==> src/hw/rtl/slcan_pkg.sv <==
// Shared types and character codes for the serial-line CAN frame parser.
`default_nettype none

package slcan_pkg;

  localparam logic [7:0] CH_CR    = 8'h0D;
  localparam logic [7:0] CH_ACK   = 8'h7A;
  localparam logic [7:0] CH_FRAME = 8'h74;
  localparam logic [7:0] CH_DIG0  = 8'h30;
  localparam logic [7:0] CH_LOWA  = 8'h61;
  localparam logic [7:0] CH_UPA   = 8'h41;

  localparam int unsigned PosW   = 5;
  localparam logic [PosW-1:0] POS_MAX = 5'd31;

  localparam int unsigned IdentW  = 12;
  localparam int unsigned LengthW = 4;
  localparam int unsigned FrameDataW = 64;

  typedef enum logic [1:0] {
    KIND_UNDECIDED = 2'd0,
    KIND_FRAME     = 2'd1,
    KIND_DISCARD   = 2'd2
  } line_kind_e;

  typedef struct packed {
    logic [FrameDataW-1:0] data;
    logic [LengthW-1:0]    length;
    logic [IdentW-1:0]     ident;
  } frame_t;

endpackage

`default_nettype wire

==> src/hw/rtl/slcan_line_acc.sv <==
// Per-line accumulator: absorbs one character per beat, reports a frame at carriage return.
`default_nettype none

module slcan_line_acc #(
  parameter int unsigned MAX_DATA_BYTES = 8
) (
  input  wire logic            clk_i,
  input  wire logic            rst_ni,
  input  wire logic            take_i,
  input  wire logic [7:0]      char_i,
  output slcan_pkg::frame_t    frame_o,
  output logic                 frame_done_o
);
  import slcan_pkg::*;

  localparam int unsigned DataW = 8 * MAX_DATA_BYTES;
  localparam int unsigned NumNib = 2 * MAX_DATA_BYTES;
  localparam logic [PosW:0] DataEnd = (PosW+1)'(5 + NumNib);

  logic [PosW-1:0]    pos_q, pos_d;
  line_kind_e         kind_q, kind_d;
  logic [IdentW-1:0]  ident_q, ident_d;
  logic [LengthW-1:0] length_q, length_d;
  logic [DataW-1:0]   data_q, data_d;

  logic [3:0]      digit;
  logic [PosW-1:0] nib_k;
  logic            in_data;

  function automatic logic [3:0] hex_value(input logic [7:0] c);
    logic [7:0] t;
    t = 8'h00;
    if (c >= CH_DIG0 && c <= CH_DIG0 + 8'd9) begin
      t = c - CH_DIG0;
    end else if (c >= CH_LOWA && c <= CH_LOWA + 8'd5) begin
      t = c - CH_LOWA + 8'd10;
    end else if (c >= CH_UPA && c <= CH_UPA + 8'd5) begin
      t = c - CH_UPA + 8'd10;
    end
    return t[3:0];
  endfunction

  assign digit   = hex_value(char_i);
  assign nib_k   = pos_q - PosW'(5);
  assign in_data = ({1'b0, pos_q} >= (PosW+1)'(5)) && ({1'b0, pos_q} < DataEnd);

  always_comb begin
    pos_d        = pos_q;
    kind_d       = kind_q;
    ident_d      = ident_q;
    length_d     = length_q;
    data_d       = data_q;
    frame_done_o = 1'b0;
    if (take_i) begin
      if (char_i == CH_CR) begin
        frame_done_o = (kind_q == KIND_FRAME);
        pos_d        = '0;
        kind_d       = KIND_UNDECIDED;
        ident_d      = '0;
        length_d     = '0;
        data_d       = '0;
      end else begin
        if (pos_q != POS_MAX) begin
          pos_d = pos_q + PosW'(1);
        end
        if (char_i == CH_ACK) begin
          kind_d = KIND_DISCARD;
        end else begin
          case (kind_q)
            KIND_UNDECIDED: begin
              kind_d = (pos_q == '0 && char_i == CH_FRAME) ? KIND_FRAME : KIND_DISCARD;
            end
            KIND_FRAME: begin
              if (pos_q >= PosW'(1) && pos_q <= PosW'(3)) begin
                ident_d = {ident_q[IdentW-5:0], digit};
              end else if (pos_q == PosW'(4)) begin
                length_d = digit;
              end else if (in_data) begin
                // first digit of a byte is its high nibble
                for (int i = 0; i < NumNib; i++) begin
                  if (nib_k == PosW'(i ^ 1)) begin
                    data_d[4*i +: 4] = data_q[4*i +: 4] | digit;
                  end
                end
              end
            end
            default: begin
            end
          endcase
        end
      end
    end
  end

  always_ff @(posedge clk_i or negedge rst_ni) begin
    if (!rst_ni) begin
      pos_q    <= '0;
      kind_q   <= KIND_UNDECIDED;
      ident_q  <= '0;
      length_q <= '0;
      data_q   <= '0;
    end else begin
      pos_q    <= pos_d;
      kind_q   <= kind_d;
      ident_q  <= ident_d;
      length_q <= length_d;
      data_q   <= data_d;
    end
  end

  always_comb begin
    frame_o        = '0;
    frame_o.ident  = ident_q;
    frame_o.length = length_q;
    frame_o.data   = FrameDataW'(data_q);
  end

endmodule

`default_nettype wire

==> src/hw/rtl/slcan_frame_parser_unit.sv <==
// Top level of the serial-line CAN frame parser: byte stream in, frame stream out.
//
// Slave side takes one received ASCII character per beat in s_axis_tdata_i.
// Lines of the form 't', three identifier hex digits, one length digit and
// data digit pairs, closed by carriage return, produce one beat on the
// master side carrying identifier, length digit and up to eight data bytes
// (byte 0 in the lowest byte). Lines holding 'z' and lines not starting with
// 't' produce nothing. Each character is absorbed in the cycle it is taken.
// The frame appears on m_axis in the cycle after the carriage return
// beat. Throughput: one character per cycle, limited only by the single
// output register. When the receiver stalls with a frame held, s_axis_tready_o
// drops until that frame is taken or taken in the same cycle.
// Reset clears the line state and empties the output register; the first
// character after reset starts a new line.
`default_nettype none

module slcan_frame_parser_unit #(
  parameter int unsigned MAX_DATA_BYTES = 8
) (
  input  wire logic        clk_i,
  input  wire logic        rst_ni,
  input  wire logic        s_axis_tvalid_i,
  output logic             s_axis_tready_o,
  input  wire logic [7:0]  s_axis_tdata_i,   // [7:0] rx_byte
  output logic             m_axis_tvalid_o,
  input  wire logic        m_axis_tready_i,
  output logic [79:0]      m_axis_tdata_o    // [11:0] frame_ident, [15:12] frame_length,
                                             // [79:16] frame_data
);
  import slcan_pkg::*;

  logic   take;
  logic   frame_done;
  frame_t frame;
  frame_t out_q;
  logic   out_valid_q;

  assign s_axis_tready_o = !out_valid_q || m_axis_tready_i;
  assign take            = s_axis_tvalid_i && s_axis_tready_o;

  slcan_line_acc #(
    .MAX_DATA_BYTES(MAX_DATA_BYTES)
  ) u_line_acc (
    .clk_i       (clk_i),
    .rst_ni      (rst_ni),
    .take_i      (take),
    .char_i      (s_axis_tdata_i),
    .frame_o     (frame),
    .frame_done_o(frame_done)
  );

  always_ff @(posedge clk_i or negedge rst_ni) begin
    if (!rst_ni) begin
      out_valid_q <= 1'b0;
    end else if (frame_done) begin
      out_valid_q <= 1'b1;
    end else if (m_axis_tready_i) begin
      out_valid_q <= 1'b0;
    end
  end

  // hold the frame until the next one replaces it
  always_ff @(posedge clk_i) begin
    if (frame_done) begin
      out_q <= frame;
    end
  end

  assign m_axis_tvalid_o = out_valid_q;
  assign m_axis_tdata_o  = out_q;

endmodule

`default_nettype wire
==> config.mk <==
export PLATFORM = sky130hd
export DESIGN_NAME = slcan_frame_parser_unit
export DESIGN_NICKNAME = d
export VERILOG_FILES = /design/src/hw/rtl/slcan_pkg.sv /design/src/hw/rtl/slcan_line_acc.sv /design/src/hw/rtl/slcan_frame_parser_unit.sv
export SDC_FILE = /design/constraint.sdc
export NUM_CORES = 1
export LEC_CHECK = 0
export ABC_AREA = 1
export BUFFER_PORTS_ARGS = -buffer_cell sky130_fd_sc_hd__buf_2
export CORE_ASPECT_RATIO = 1.5
export CORE_UTILIZATION = 54
export CTS_BUF_LIST = sky130_fd_sc_hd__clkbuf_4
export CTS_CLUSTER_SIZE = 16
export DETAILED_ROUTE_END_ITERATION = 8
export GPL_TIMING_DRIVEN = 1
export HOLD_SLACK_MARGIN = 0.03
export PLACE_DENSITY_LB_ADDON = 0.05
export SLEW_MARGIN = 20
export SYNTH_ARGS = -nofsm -noshare
export SYNTH_HDL_FRONTEND = slang
export SYNTH_SLANG_ARGS = --single-unit
==> constraint.sdc <==
create_clock -name clk_i -period 4.4 [get_ports clk_i]
set_clock_uncertainty 0.05 [all_clocks]
set_input_delay 0.22 -clock clk_i [delete_from_list [all_inputs] [get_ports clk_i]]
set_output_delay 0.22 -clock clk_i [all_outputs]
set_load 0.005 [all_outputs]
Word-level counts from Yosys, hierarchy flattened. Cells that the tools add are included.

$add $sub $neg: 7. $lt $le $gt $ge: 10. Eq/ne operators: 24. Muxes and demuxes: 44. Bitwise operators: 16. Reductions and logical operators: 55.

Operators by type and width (number): 64-bit 2-to-1 mux (6); 7-bit AND reduction (16); 4-bit 2-to-1 mux (24); 4-bit bitwise OR (16); 12-bit 2-to-1 mux (4); 2-bit nonzero test (22); 5-bit by 4-bit == test with 1-bit output (second input constant) (8); 5-bit by 3-bit == test with 1-bit output (second input constant) (5); 8-bit by 7-bit == test with 1-bit output (second input constant) (2); 8-bit by 7-bit greater-or-equal comparator with 1-bit output (second input constant) (2); 8-bit by 7-bit less-or-equal comparator with 1-bit output (second input constant) (2); 4-bit by 1-bit subtractor with 4-bit output (second input constant) (3); 5-bit by 2-bit == test with 1-bit output (second input constant) (2); 5-bit logical NOT (2); 5-bit 2-to-1 mux (2); 4-bit adder (second input constant) (2); 8-bit by 4-bit == test with 1-bit output (second input constant) (1); 8-bit by 6-bit greater-or-equal comparator with 1-bit output (second input constant) (1); 8-bit by 6-bit less-or-equal comparator with 1-bit output (second input constant) (1); 2-bit 2-to-1 mux (4); 1-bit logical AND (7); 2-bit by 1-bit != test with 1-bit output (second input constant) (3); 5-bit by 1-bit adder with 5-bit output (second input constant) (1); 5-bit by 1-bit == test with 1-bit output (second input constant) (1); 15 further kinds (19).

Register bits: 168. Input port bits: 12. Output and inout port bits: 82. Word-level logic and storage cells: 180.

Depth between registers and ports, before layout.
Word-level depth: 13. Depth in mapped cells: 13.

By module. A second synthesis with hierarchy kept.

Cells, all modules: 608. Area total of the unflattened synthesis: 6597.6 um^2.

By module, submodules not included: slcan_line_acc (instances 1, cells an instance 521, area an instance 4146.5 um^2, sequential area each 2177.1 um^2); slcan_frame_parser_unit (instances 1, cells an instance 87, area an instance 2451.1 um^2, sequential area each 2427.3 um^2).

Worst setup path before layout. OpenSTA, ideal clock, no wires.

Path type: input-to-reg. Start: in s_axis_tdata_i[1]. End: reg out_q (netlist bit m_axis_tdata_o[0]) (enable). Setup time: 519 ps. Arrival time: 4516 ps. Data required time: 3831 ps. Path slack: -685 ps. Stages: 7. Cell sequence: inv_1 ha_1 nand4_4 nor2_8 inv_4 clkbuf_1 nor2_1.

Cells in the longest elaborated chain, start to end: 3.

RTL lines: start: declaration (line slcan_frame_parser_unit.sv:24) `input wire logic [7:0] s_axis_tdata_i,`; 8-bit by 4-bit == test with 1-bit output (line slcan_line_acc.sv:55) `if (char_i == CH_CR) begin`; 1-bit 2-to-1 mux (line slcan_line_acc.sv:55); 1-bit 2-to-1 mux (line slcan_line_acc.sv:54) `if (take_i) begin`; net frame_done (line slcan_frame_parser_unit.sv:33) `logic frame_done;`; end signal: assignment (line slcan_frame_parser_unit.sv:65) `out_q <= frame;`; end: declaration (line slcan_frame_parser_unit.sv:35) `frame_t out_q;`.

The timed path passes the listed nets, and every way through them passes these cells. A chain may end at the register's enable or synchronous reset.

Worst setup path in the final report.
Start: in s_axis_tdata_i[4]. End: reg out_q (netlist bit m_axis_tdata_o[55]) (enable).

The elaborated chain is that of the path after synthesis.

==> flow_metrics.env <==
export IMPL_status="finished, final reports clean"
export IMPL_p_int_mw=2.243
export IMPL_synth_warnings=0
export IMPL_end_kind="flip-flop"
export IMPL_p_comb_share_pct=14.5
export IMPL_worstPathArrival_ns=2.89
export IMPL_drtAntennaViolNets=0
export IMPL_drive_gt1_share_pct=21.25
export IMPL_cts_root_buf="clkbuf_4"
export IMPL_r2r_setup_slack_ns=1.86
export IMPL_drc=0
export IMPL_crit_type="in -> reg"
export IMPL_rr_startpoint="m_axis_tvalid_o$_DFFE_PN0P_"
export IMPL_coreArea_um2=12140
export IMPL_nets=744
export IMPL_slew_viol_final=0
export IMPL_rows=49
export IMPL_post_cts_resized=0
export IMPL_grt_pass1_vias=4546
export IMPL_max_freq_ghz=0.3667
export IMPL_ios=94
export IMPL_hold_viol=0
export IMPL_cts_tree="yes"
export IMPL_syn_inst=618
export IMPL_antenna_found_initial=1
export IMPL_rsz0062_at_grt="false"
export IMPL_syn_nets=641
export IMPL_hold_path_class="in -> reg"
export IMPL_die_x_um=93.64
export IMPL_num_vias=4703
export IMPL_dp_final_hpwl_um=9844
export IMPL_slew_headroom_pct=50.38
export IMPL_first_pass_iters=5
export IMPL_post_cts_setup_buffers=0
export IMPL_seqPwrFrac_pct=54.5
export IMPL_start_util_pct=56.03
export IMPL_numPortBuffers=93
export IMPL_grt_pass1_wl_um=22660
export IMPL_period_needed_ns=2.727
export IMPL_layout_setup_ws_ns=1.673
export IMPL_r2r_end="m_axis_tdata_o[55]$_DFFE_PP_"
export IMPL_numCtsBuffers=17
export IMPL_nFillCells=980
export IMPL_htreeDepth=4
export IMPL_cts_sinks=168
export IMPL_finalSetupViolations=0
export IMPL_synth_seq_cells=168
export IMPL_dp_slack_ns=1.483
export IMPL_area_growth_pct=14.24
export IMPL_ys_types=31
export IMPL_fp_dieArea_um2=13060
export IMPL_drt_initial_drc_count=248
export IMPL_clk_latency_ns=0.55
export IMPL_p_switching_uw=949.6
export IMPL_worstHoldStart="s_axis_tdata_i[5]"
export IMPL_finalSetupTns_ns=0
export IMPL_crit_fanout=31
export IMPL_wl_per_cell_um=15.85
export IMPL_grt_start_max_net_pins=62
export IMPL_viasPerCell=5.296
export IMPL_crit_required_ns=4.56
export IMPL_hold_path_endpoint="u_line_acc.kind_q[1]$_DFFE_PN0P_"
export IMPL_routabilityCongestion=0.8552
export IMPL_syn_area_per_cell_um2=11.01
export IMPL_clkPwrFrac_pct=31.0
export IMPL_startpoint_type="input pin"
export IMPL_fin_crit_sh_pct=61.98
export IMPL_drv_cap=0
export IMPL_worst_pin_slew_ns=0.7426
export IMPL_clk_pin_slew_worst_paths_ns=0.13
export IMPL_holdPathStages=5
export IMPL_synth_area_um2=6802
export IMPL_switching_share_pct=29.75
export IMPL_leakage_nw=3.552
export IMPL_r2r_cells=6
export IMPL_vdd_drop_max_mv=0.2581
export IMPL_seq_area_frac_synth_pct=67.70
export IMPL_cts_buffer_depth=2
export IMPL_power_density_nw_per_um2=410.9
export IMPL_grt_usage_pct=22.84
export IMPL_gr_total_overflow=0
export IMPL_drt_wl_total_um=14070
export IMPL_die_y_um=139.5
## metal layers
metal  global-route usage (%)  part of all wire (%)  vias to the layer above
li1                         -                     -                     2313
met1                    28.24                    41                     2226
met2                    39.63                    52                      144
met3                    4.317                   4.4                       20
met4                    8.259                   2.2                        0
met5                        0                     0                        -
## cell type report
type	count	area, µm²	share of cell area [%]
tap	153	191.4	2.464
clock buffer	19	142.6	1.836
clock inverter	13	182.7	2.351
antenna	1	2.502	0.03221
timing repair buffer	100	528.0	6.795
inverter	57	216.5	2.786
sequential	168	4604	59.26
multi-input combinational	377	1902	24.48
## Yosys cell counts, drive strengths merged
cell,number,area share [%]
o21ai,112,8.4
nor3,3,0.22
nand2,145,8.6
inv,57,3.2
o21bai,1,0.11
a21oi,21,1.5
clkbuf,6,0.33
edfxtp,80,35
and3,1,0.092
buf,10,0.94
ha,11,2.0
nand3,48,4.0
dfrtp,88,32
nor2,26,1.7
nand4,9,1.1
## state kept, by name, indices dropped and copies added (netlist names)
name,count
m_axis_tdata_o,80
u_line_acc.data_q,64
u_line_acc.ident_q,12
u_line_acc.pos_q,5
u_line_acc.length_q,4
u_line_acc.kind_q,2
m_axis_tvalid_o,1
## through the flow
| stage | util, % | power (mW) | hold WS, ns | instance area, µm² | cells |
|---|---|---|---|---|---|
| floorplan | - | 2.088 | -0.1256 | 6804 | 618 |
| global placement | 61.06 | 2.226 | 0.1413 | 7412 | 852 |
| detailed placement | 61.06 | 2.232 | 0.1562 | 7412 | 852 |
| CTS | 63.99 | 3.212 | 0.03880 | 7767 | 887 |
| global route | 64.01 | 3.350 | 0.08950 | 7770 | 888 |
| finish | 64.01 | 3.192 | 0.07447 | 7770 | 888 |
## worst max-delay path: stages
cell,delay (ns)
dlygate4sd3_1,0.53
buf_2,0.13
nor2_1,0.24
nand4_4,0.23
nor2_8,0.30
inv_4,0.16
nor2_4,0.60
buf_4,0.47
## power by group through the flow
stage	Sequential (mW)	Combinational [mW]	Clock [mW]
after floorplan	1.75	0.337	0
final	1.74	0.462	0.991
after global routing	1.75	0.532	1.07
after CTS	1.74	0.462	1.01
after detailed placement	1.77	0.458	0
after global placement	1.77	0.455	0
## kinds of logic after synthesis
kind of cell	Yosys count	share of synthesized area [%]
flip-flops	168	67.70
buffers and inverters	73	4.452
adder cells (fa/ha/maj)	11	2.024
AND/OR/NAND/NOR	232	15.82
AO/OA/AOI/OAI	134	10.01
## placed cells by master, fill, tap and decap left out, types with 2 or more instances in the layout
| cell | count |
|---|---|
| nor2_2 | 2 |
| bufinv_16 | 3 |
| dlygate4sd3_1 | 3 |
| inv_1 | 52 |
| edfxtp_1 | 80 |
| nor3_1 | 3 |
| buf_4 | 5 |
| o21ai_2 | 2 |
| nand2_2 | 7 |
| nor2_1 | 22 |
| o21ai_0 | 84 |
| inv_8 | 2 |
| clkinv_4 | 2 |
| clkbuf_4 | 19 |
| inv_2 | 4 |
| nand2_1 | 136 |
| dfrtp_1 | 88 |
| nand3_2 | 4 |
| ha_1 | 11 |
| inv_6 | 6 |
| nand3_1 | 43 |
| nand4_1 | 7 |
| o21ai_1 | 26 |
| buf_2 | 92 |
| a21oi_1 | 21 |
## timing repair
item	in CTS	in global routing
hold buffers	3	0
endpoints found under the setup margin	0	0
hold endpoints to repair	36	0
## how the worst max path moves through the flow
stage | from | endpoint | slack [ns] | cells after the start
finish | s_axis_tdata_i[4] | m_axis_tdata_o[55]$_DFFE_PP_ | 1.67 | 8
global route | s_axis_tdata_i[4] | m_axis_tdata_o[55]$_DFFE_PP_ | 1.48 | 8
CTS | s_axis_tdata_i[4] | m_axis_tdata_o[75]$_DFFE_PP_ | 1.64 | 8
detailed placement | s_axis_tdata_i[1] | m_axis_tdata_o[0]$_DFFE_PP_ | 1.48 | 8
global placement | s_axis_tdata_i[1] | m_axis_tdata_o[12]$_DFFE_PP_ | 1.57 | 8
floorplan | s_axis_tdata_i[1] | m_axis_tdata_o[0]$_DFFE_PP_ | 0.66 | 7
Note: power is estimated with default switching activity, not from simulation.
